`src/design/nsa_ram.sv`:
```
// ----------------------------------------------------------------------------
// nsa_ram
// generic simple dual port ram, one write and one registered read port
// ----------------------------------------------------------------------------
module nsa_ram #(
  parameter int WIDTH = 16,
  parameter int DEPTH = 16,
  localparam int AW = (DEPTH > 1) ? $clog2(DEPTH) : 1
) (
  input  logic             clk,
  input  logic             we,
  input  logic [AW-1:0]    waddr,
  input  logic [WIDTH-1:0] wdata,
  input  logic [AW-1:0]    raddr,
  output logic [WIDTH-1:0] rdata
);

  logic [WIDTH-1:0] mem [DEPTH];

  // write port
  always_ff @(posedge clk) begin
    if (we) begin
      mem[waddr] <= wdata;
    end
  end

  // registered read port
  always_ff @(posedge clk) begin
    rdata <= mem[raddr];
  end

endmodule

```
`config.mk`:
```
export PLATFORM = sky130hd
export DESIGN_NAME = nsa_ram
export DESIGN_NICKNAME = d
export VERILOG_FILES = /design/src/design/nsa_ram.sv
export SDC_FILE = /design/constraint.sdc
export NUM_CORES = 1
export LEC_CHECK = 0
export BUFFER_PORTS_ARGS = -buffer_cell sky130_fd_sc_hd__buf_2
export CAP_MARGIN = 30
export CORE_MARGIN = 5
export CORE_UTILIZATION = 39
export CTS_BUF_LIST = sky130_fd_sc_hd__clkbuf_4
export DETAILED_ROUTE_END_ITERATION = 12
export RECOVER_POWER = 50
export SLEW_MARGIN = 20
export SYNTH_ARGS = -nofsm -noshare
export SYNTH_HDL_FRONTEND = slang
export SYNTH_SLANG_ARGS = --single-unit
export TNS_END_PERCENT = 20
```
`constraint.sdc`:
```
create_clock -name clk -period 4.2 [get_ports clk]
set_clock_uncertainty 0.2 [all_clocks]
set_input_delay 0 -clock clk [delete_from_list [all_inputs] [get_ports clk]]
set_output_delay 0 -clock clk [all_outputs]
set_load 0.02 [all_outputs]
```
==> qor.yml, run 1 <==
run_status: "finished with violations"
violations: "max-capacitance violations, max-slew violations"
viasPerCell: 5.24
num_io_pins: 42
drtIter0Drc: 473
synth_seq_cells: 272
cts-root-buf: "clkbuf_4"
crit_path_end_kind: "flop"
drive_gt1_share_pct: 37.1
finalHoldViolCount: 0
die_y_um: 170
grt_usage_pct: 15.5
cp_cell_sequence: "dlygate4sd3_1, buf_2, nor2b_2, dlygate4sd3_1, a22oi_1, dlygate4sd3_1, nand2_1, dlygate4sd3_1"
fmax_ghz: 0.373
synth_seq_area_share_pct: 79.7
hold_path.class: "input port to flop"
fillers: 2145
gp_congestion: 0.696
synth_top_area_share_pct: 76.5
vias: 5017
wl_per_cell_um: 22.6
cp_slowest_cell: "dlygate4sd3_1"
syn_inst: 432
maxCapViolations: 1
fp.dieArea_um2: 29100
synth_top_cell_by_area: "edfxtp_1"
final.setup.tns_ns: 0
crit_top_cell: "dlygate4sd3_1"
layout_min_cycle_time_ns: 2.68
syn_area_um2: 10000
start_kind: "input port"
overflow: 0
nNetsFinal: 601
route.detailed.drc: 0
clk_latency_ns: 0.64
slew_headroom_pct: -3.55
crit_family: "buffers and inverters"
ir_worst_vdd_v: 0.000225
design_area_um2: 11900
critPathKind: "input port to flop"
h-tree-depth: 3
routed_wl_um: 21700
place_area_um2: 10800
final_max_slew_viol_count: 17
finalCritPeriodShare_pct: 63.8
crit_fanout: 8
numCtsBuffers: 71
setup_viol: 0
initial_utilization_pct: 39.8
ys_warn_count: 0
syn_area_per_cell_um2: 23.2
port_buffers: 41
worst-endpoint-arrival_ns: 3.00
final_antenna_net_count: 0
leakage_nw: 3.98
synthTopCellsByArea: "edfxtp_1, mux4_2, dfxtp_1"
path_buf_inv: 5
row_count: 58
syn_to_final_growth_pct: 18.9
cts_tree: "yes"
dieWidth_um: 170
cellPowerDensity_nw_per_um2: 469
grt_pass1_wl_um: 32800
rsz0062_at_grt: "no"
dpl.hpwl_um: 11300
drt_first_pass_iters: 5
grt_max_degree: 65
core_area_um2: 25300
crit_required_ns: 4.52
clkSinkCount: 272
synth_cell_types: 19
clkTransAtPathRegs_ns: 0.06
grt_pass1_vias: 5450
max_stage_delay_ns: 0.74
worstMarginPinSlew_ns: 1.55
syn_nets: 458
cts_buffer_depth: 3
antenna_found_initial: 1
==> cells in the mapped netlist, drive strengths merged <==
master and number:
nor2b 2, nor3 4, nand2 17, dfxtp 16, nand3b 2, a22oi 32
mux4 64, or3b 1, nand3 1, nand2b 2, and2 1, nor2 13
clkbuf 8, edfxtp 256, buf 13
==> cell usage in the layout (no fill, tap or decap) <==
master,netlist,routed
a22oi_1,32,32
and2_1,1,1
buf_12,0,1
buf_2,3,19
buf_4,3,19
buf_8,0,2
clkbuf_1,8,22
clkbuf_4,0,118
clkinv_1,0,3
dfxtp_1,16,16
diode_2,0,1
dlygate4sd3_1,0,28
edfxtp_1,256,256
inv_2,0,3
mux4_1,10,10
mux4_2,54,54
nand2_1,17,17
nand2b_1,2,2
nand3_1,1,1
nand3b_1,2,2
nor2_1,13,2
nor2_2,0,11
nor2b_1,2,1
nor2b_2,0,1
nor3_1,4,1
nor3_2,0,3
or3b_2,1,1
==> sequential cells by signal (all words and copies together), names as in the netlist <==
signal  count
mem       256
rdata      16
==> where the power goes <==
| part | internal, mW | switching [mW] | total (mW) |
|---|---|---|---|
| Combinational | 0.128 | 0.177 | 0.305 |
| Clock | 1.25 | 0.990 | 2.25 |
| Sequential | 3.03 | 0.0168 | 3.05 |
| Total | 4.42 | 1.18 | 5.60 |
==> cell families after synthesis <==
| kind of cell | synth area share (%) |
|---|---|
| flip-flops | 79.7 |
| AND/OR/NAND/NOR | 1.92 |
| multiplexers | 14.7 |
| buffers and inverters | 1.23 |
| AO/OA/AOI/OAI | 2.39 |
==> metrics by stage <==
stage	utilization, %	setup slack [ns]	total power, mW	std cells	hold WS (ns)
floorplan	-	1.94	3.28	432	-0.101
global placement	42.6	2.30	3.39	802	0.169
detailed placement	42.6	2.29	3.40	803	0.184
CTS	47.4	1.64	5.68	955	0.0324
global route	47.3	1.48	5.87	957	0.114
finish	47.3	1.52	5.60	957	0.0605
==> timing repair <==
item,4_1_cts,5_1_grt
buffers inserted,0,0
hold buffers,28,0
endpoints found under the hold margin,472,0
gates resized for setup,0,0
==> tightest hold or removal path: stages <==
cell and delay, ns:
buf_4 0.12, buf_12 0.22, mux4_2 0.39, a22oi_1 0.06, nand2_1 0.06
==> routing by layer <==
| metal | vias to the layer above | global-route usage [%] | part of all wire [%] |
|---|---|---|---|
| li1 | 2172 | - | - |
| met1 | 2626 | 22.1 | 44 |
| met2 | 194 | 23.1 | 47 |
| met3 | 25 | 4.20 | 7.8 |
| met4 | 0 | 5.87 | 1.5 |
| met5 | - | 0 | 0 |
==> final cells by class <==
class / count / area [um2] / share of cell area [%]
sequential: 272 / 8010 / 67.1
multi-input combinational: 139 / 1960 / 16.4
antenna: 1 / 2.50 / 0.0210
clock buffer: 118 / 886 / 7.42
clock inverter: 6 / 22.5 / 0.189
tap: 330 / 413 / 3.46
timing repair buffer: 91 / 651 / 5.45
==> worst paths after layout <==
check                                 from        end  slack [ns]  cells after the start
worst min-delay path              raddr[0]   rdata[4]        0.06                      5
worst max register to register   mem[1][0]   rdata[0]        1.61                      5
worst min register to register  mem[7][12]  rdata[12]        0.47                      3
worst max-delay path              raddr[2]   rdata[0]        1.52                      8
No activity file was read; power rests on OpenSTA's default activity.
==> inputs of run 2 (changes only) <==
==> constraint.sdc (replaced) <==
create_clock -name clk -period 2.7 [get_ports clk]
set_clock_uncertainty 0.2 [all_clocks]
set_input_delay 0 -clock clk [delete_from_list [all_inputs] [get_ports clk]]
set_output_delay 0 -clock clk [all_outputs]
set_load 0.02 [all_outputs]
==> run 2 against run 1 <==
Net effect: the flow still finishes with violations (max-capacitance violations, max-slew violations); sequential power increased by 56%; worst hold slack got worse by 0.022 ns; clock power increased by 55%; power increased by 56%; sequential share of layout area decreased by 0.91 points; routed wire length decreased by 0.90%; first-iteration DRC count decreased by 15%; non-clock buffer count increased by 16; critical endpoint is now rdata[3].
==> qor.yml, run 2 (synthesized netlist as in run 1, its figures left out) <==
port_buffers: 41
cp-startpoint: "raddr[2]"
dieWidth_um: 170
dpl.hpwl_um: 12300
fp.dieArea_um2: 29100
largest_register_ffs: 256
worstMarginPinSlew_ns: 1.51
power.total_mw: 8.74
start_kind: "input port"
run_status: "finished with violations"
nNetsFinal: 613
grt_usage_pct: 15.4
grt_max_degree: 33
routed_wl_um: 21500
critPathKind: "input port to flop"
wl_per_cell_um: 22.2
num_io_pins: 42
regMostFlops: "mem"
final_antenna_net_count: 0
die_y_um: 170
finalHoldViolCount: 0
drtIter0Drc: 402
setup_viol: 0
final_max_slew_viol_count: 17
viasPerCell: 5.16
row_count: 58
seq_area_um2: 8010
core_area_um2: 25300
fillers: 2118
rsz0062_at_grt: "no"
h-tree-depth: 3
worst-endpoint-arrival_ns: 2.93
final_common_cell: "edfxtp_1"
hold_path.class: "input port to flop"
grt_pass1_wl_um: 32800
crit_path_end_kind: "flop"
antenna_found_initial: 2
finalCritPeriodShare_pct: 96.1
route.detailed.drc: 0
cts_buffer_depth: 3
clkTransAtPathRegs_ns: 0.06
syn_to_final_growth_pct: 20.5
final_cell_mix: "edfxtp_1, clkbuf_4, mux4_2"
hold_start: "raddr[0]"
layout_min_cycle_time_ns: 2.59
overflow: 0
cts_tree: "yes"
crit_fanout: 16
ir_worst_vdd_v: 0.000319
numCtsBuffers: 67
grt_pass1_vias: 5466
drive_gt1_share_pct: 35.6
gp_congestion: 0.711
clk_latency_ns: 0.64
cellPowerDensity_nw_per_um2: 722
leakage_nw: 4.03
fin_hold_ws_ns: 0.0383
multi_input_area_um2: 1960
drt_first_pass_iters: 4
slew_headroom_pct: -0.654
maxCapViolations: 1
initial_utilization_pct: 39.8
fmax_ghz: 0.385
cts-root-buf: "clkbuf_4"
r2r_start: "mem[1][3]"
violations: "max-capacitance violations, max-slew violations"
crit_required_ns: 3.03
reg_top3: "mem x256, rdata x16"
clkSinkCount: 272
vias: 4999
final.setup.tns_ns: 0
[run 2: cell types whose count changed in the layout (fill, tap and decap cells not counted), sizes merged]
cell,previous run,this run
inv,3,2
clkinv,3,14
clkbuf,140,122
diode,1,2
dlygate4sd3,28,37
bufinv,0,3
buf,41,48
[run 2: worst max-delay path, cell delays in order]
cell and delay (ns):
dlygate4sd3_1 0.54, buf_2 0.14, nor2b_2 0.14, dlygate4sd3_1 0.55
buf_4 0.23, a22oi_1 0.17, dlygate4sd3_1 0.56, nand2_1 0.05
dlygate4sd3_1 0.54
[run 2: power by group]
group	leakage, nW	switching, mW	internal (mW)	total (mW)
registers	2.45	0.0263	4.72	4.75
clock network	0.538	1.51	1.98	3.49
logic	1.05	0.283	0.217	0.500
total	4.03	1.82	6.92	8.74
[run 2: per-layer routing]
metal  vias up  GRT usage, %  wire length (um)
met5         -             0                 0
met2       192          24.3             10600
met4         0          5.00               380
met1      2569          21.2              9110
met3        37          3.97              1420
li1       2201             -                 -
[run 2: final cells by class]
cell class | count | area share, %
tap | 330 | 3.41
multi-input combinational | 139 | 16.2
clock buffer | 100 | 6.20
timing repair buffer | 107 | 6.74
sequential | 272 | 66.2
clock inverter | 19 | 1.26
antenna | 2 | 0.0413
[run 2: final timing paths]
path	slack [ns]	cells past startpoint	endpoint
max	0.11	9	rdata[3]
min	0.04	6	rdata[5]
max reg2reg	0.21	5	rdata[3]
min reg2reg	0.47	3	rdata[5]
[run 2: repair_timing]
item	in CTS	in global routing
buffers inserted	0	0
hold buffers	38	0
endpoints found under the hold margin	474	0
resized for setup	0	1
endpoints found under the setup margin	0	1
[run 2: through the flow]
stage / instance area (um2) / worst slack, ns / util [%] / std cells
3_5_place_dp: 10800 / 0.840 / 42.9 / 809
5_1_grt: 12100 / 0.0444 / 47.9 / 969
3_3_place_gp: 10800 / 0.826 / 42.9 / 809
4_1_cts: 12100 / 0.0708 / 48.0 / 966
6_report: 12100 / 0.105 / 47.9 / 969
2_1_floorplan: 10000 / 0.445 / - / 432
==> inputs of run 3 (changes only) <==
--- a/config.mk
+++ b/config.mk
@@ -11,8 +11,8 @@
 export CORE_UTILIZATION = 39
 export CTS_BUF_LIST = sky130_fd_sc_hd__clkbuf_4
 export DETAILED_ROUTE_END_ITERATION = 12
+export GPL_TIMING_DRIVEN = 0
 export RECOVER_POWER = 50
-export SLEW_MARGIN = 20
 export SYNTH_ARGS = -nofsm -noshare
 export SYNTH_HDL_FRONTEND = slang
 export SYNTH_SLANG_ARGS = --single-unit
==> constraint.sdc (replaced) <==
create_clock -name clk -period 2.35 [get_ports clk]
set_clock_uncertainty 0.2 [all_clocks]
set_input_delay 0 -clock clk [delete_from_list [all_inputs] [get_ports clk]]
set_output_delay 0 -clock clk [all_outputs]
set_load 0.02 [all_outputs]
==> run 3 against run 2 <==
Net effect: the flow now finishes without violations; global-route usage grew 0.13 points; critical path depth shrank 2; clock-buffer cell count grew 21; routed wire length grew 1.7%; die area is the same; highest routed layer unchanged.
==> qor.yml, run 3 (synthesized netlist as in run 1, its figures left out) <==
final_common_cell: "edfxtp_1"
regMostFlops: "mem"
route.detailed.drc: 0
grt_pass1_vias: 5448
rsz0062_at_grt: "no"
layout_min_cycle_time_ns: 2.21
clkSinkCount: 272
cellPowerDensity_nw_per_um2: 841
leakage_nw: 4.05
row_count: 58
drt_first_pass_iters: 5
ir_worst_vdd_v: 0.000364
cp_slowest_cell: "dlygate4sd3_1"
crit_required_ns: 2.73
routed_wl_um: 21800
reg_top3: "mem x256, rdata x16"
finalHoldViolCount: 0
drive_gt1_share_pct: 35.3
cts-root-buf: "clkbuf_4"
gp_congestion: 0.704
clkTransAtPathRegs_ns: 0.07
final_max_slew_viol_count: 0
grt_pass1_wl_um: 32700
slew_headroom_pct: 36.6
die_y_um: 170
vias: 5082
dieWidth_um: 170
antenna_found_initial: 1
overflow: 0
cts_buffer_depth: 3
crit_top_cell: "dlygate4sd3_1"
drtIter0Drc: 377
initial_utilization_pct: 39.8
maxCapViolations: 0
run_status: "completed"
path_buf_inv: 4
final_cell_mix: "edfxtp_1, clkbuf_4, mux4_2"
cts_tree: "yes"
power.total_mw: 10.2
dpl.hpwl_um: 13900
largest_register_ffs: 256
hold_path.class: "input port to flop"
syn_to_final_growth_pct: 21.4
viasPerCell: 5.19
wl_per_cell_um: 22.3
clk_latency_ns: 0.64
critPathKind: "input port to flop"
grt_usage_pct: 15.5
post-route-util_pct: 48.3
cts_setup_buffers: 0
crit_family: "buffers and inverters"
crit_fanout: 6
start_kind: "input port"
final_antenna_net_count: 0
worstMarginPinSlew_ns: 0.946
grt_max_degree: 17
crit_path_end_kind: "flop"
num_io_pins: 42
setup_viol: 0
max_stage_delay_ns: 0.85
fin_cells: 979
worst-endpoint-arrival_ns: 2.58
h-tree-depth: 3
finalCritPeriodShare_pct: 93.8
fp.dieArea_um2: 29100
core_area_um2: 25300
nNetsFinal: 618
numCtsBuffers: 71
cp_cell_sequence: "dlygate4sd3_1, buf_2, nor2_1, dlygate4sd3_1, a22oi_1, dlygate4sd3_1, nand2_1"
fmax_ghz: 0.454
placed_cells: 818
port_buffers: 39
-- run 3: path summary, 6_finish.rpt --
check	to	cells after the start	from	slack (ns)
setup / recovery	rdata[15]	7	raddr[2]	0.14
hold / removal	mem[8][4]	2	wdata[4]	0.20
setup reg to reg	rdata[0]	4	mem[2][0]	0.39
hold reg to reg	rdata[0]	3	mem[15][0]	0.48
-- run 3: what timing repair did --
| action | 4_1_cts | 5_1_grt |
|---|---|---|
| hold endpoints to repair | 480 | 0 |
| setup endpoints to repair | 0 | 15 |
| hold buffers | 31 | 0 |
| gates resized for setup | 0 | 2 |
-- run 3: final cells by class --
type	count	area, um2
Timing Repair Buffer	87	709
Sequential cell	272	8010
Multi-Input combinational cell	139	1970
Clock buffer	121	908
Antenna cell	1	2.50
Buffer	21	124
Clock inverter	8	57.6
Fill cell	2116	13100
Tap cell	330	413
-- run 3: metrics by stage --
stage	setup TNS [ns]	cell area, um2	setup slack, ns	hold slack, ns
global placement	-97.92	10700	-1.47	0.166
finish	0	12200	0.145	0.201
CTS	0	12200	0.0531	0.0173
detailed placement	0	10900	0.252	0.178
floorplan	0	10000	0.0949	-0.101
global route	0	12200	0.141	0.188
-- run 3: per-layer routing --
| layer | vias up | global-route usage, % | share of wire, % |
|---|---|---|---|
| met5 | - | 0 | 0 |
| met2 | 150 | 24.5 | 49 |
| li1 | 2221 | - | - |
| met3 | 34 | 4.07 | 4.9 |
| met4 | 0 | 5.03 | 1.6 |
| met1 | 2677 | 21.3 | 44 |
-- run 3: worst register-to-register path, stage by stage (launching register included) --
cell	delay, ns
edfxtp_1	0.36
mux4_1	0.50
a22oi_1	0.18
dlygate4sd3_1	0.57
nand2_1	0.05
-- run 3: report_power, final --
| part | internal (mW) | leakage, nW | switching, mW |
|---|---|---|---|
| combinational | 0.233 | 1.02 | 0.336 |
| sequential | 5.42 | 2.45 | 0.0261 |
| clock | 2.42 | 0.587 | 1.81 |
| total | 8.07 | 4.05 | 2.18 |
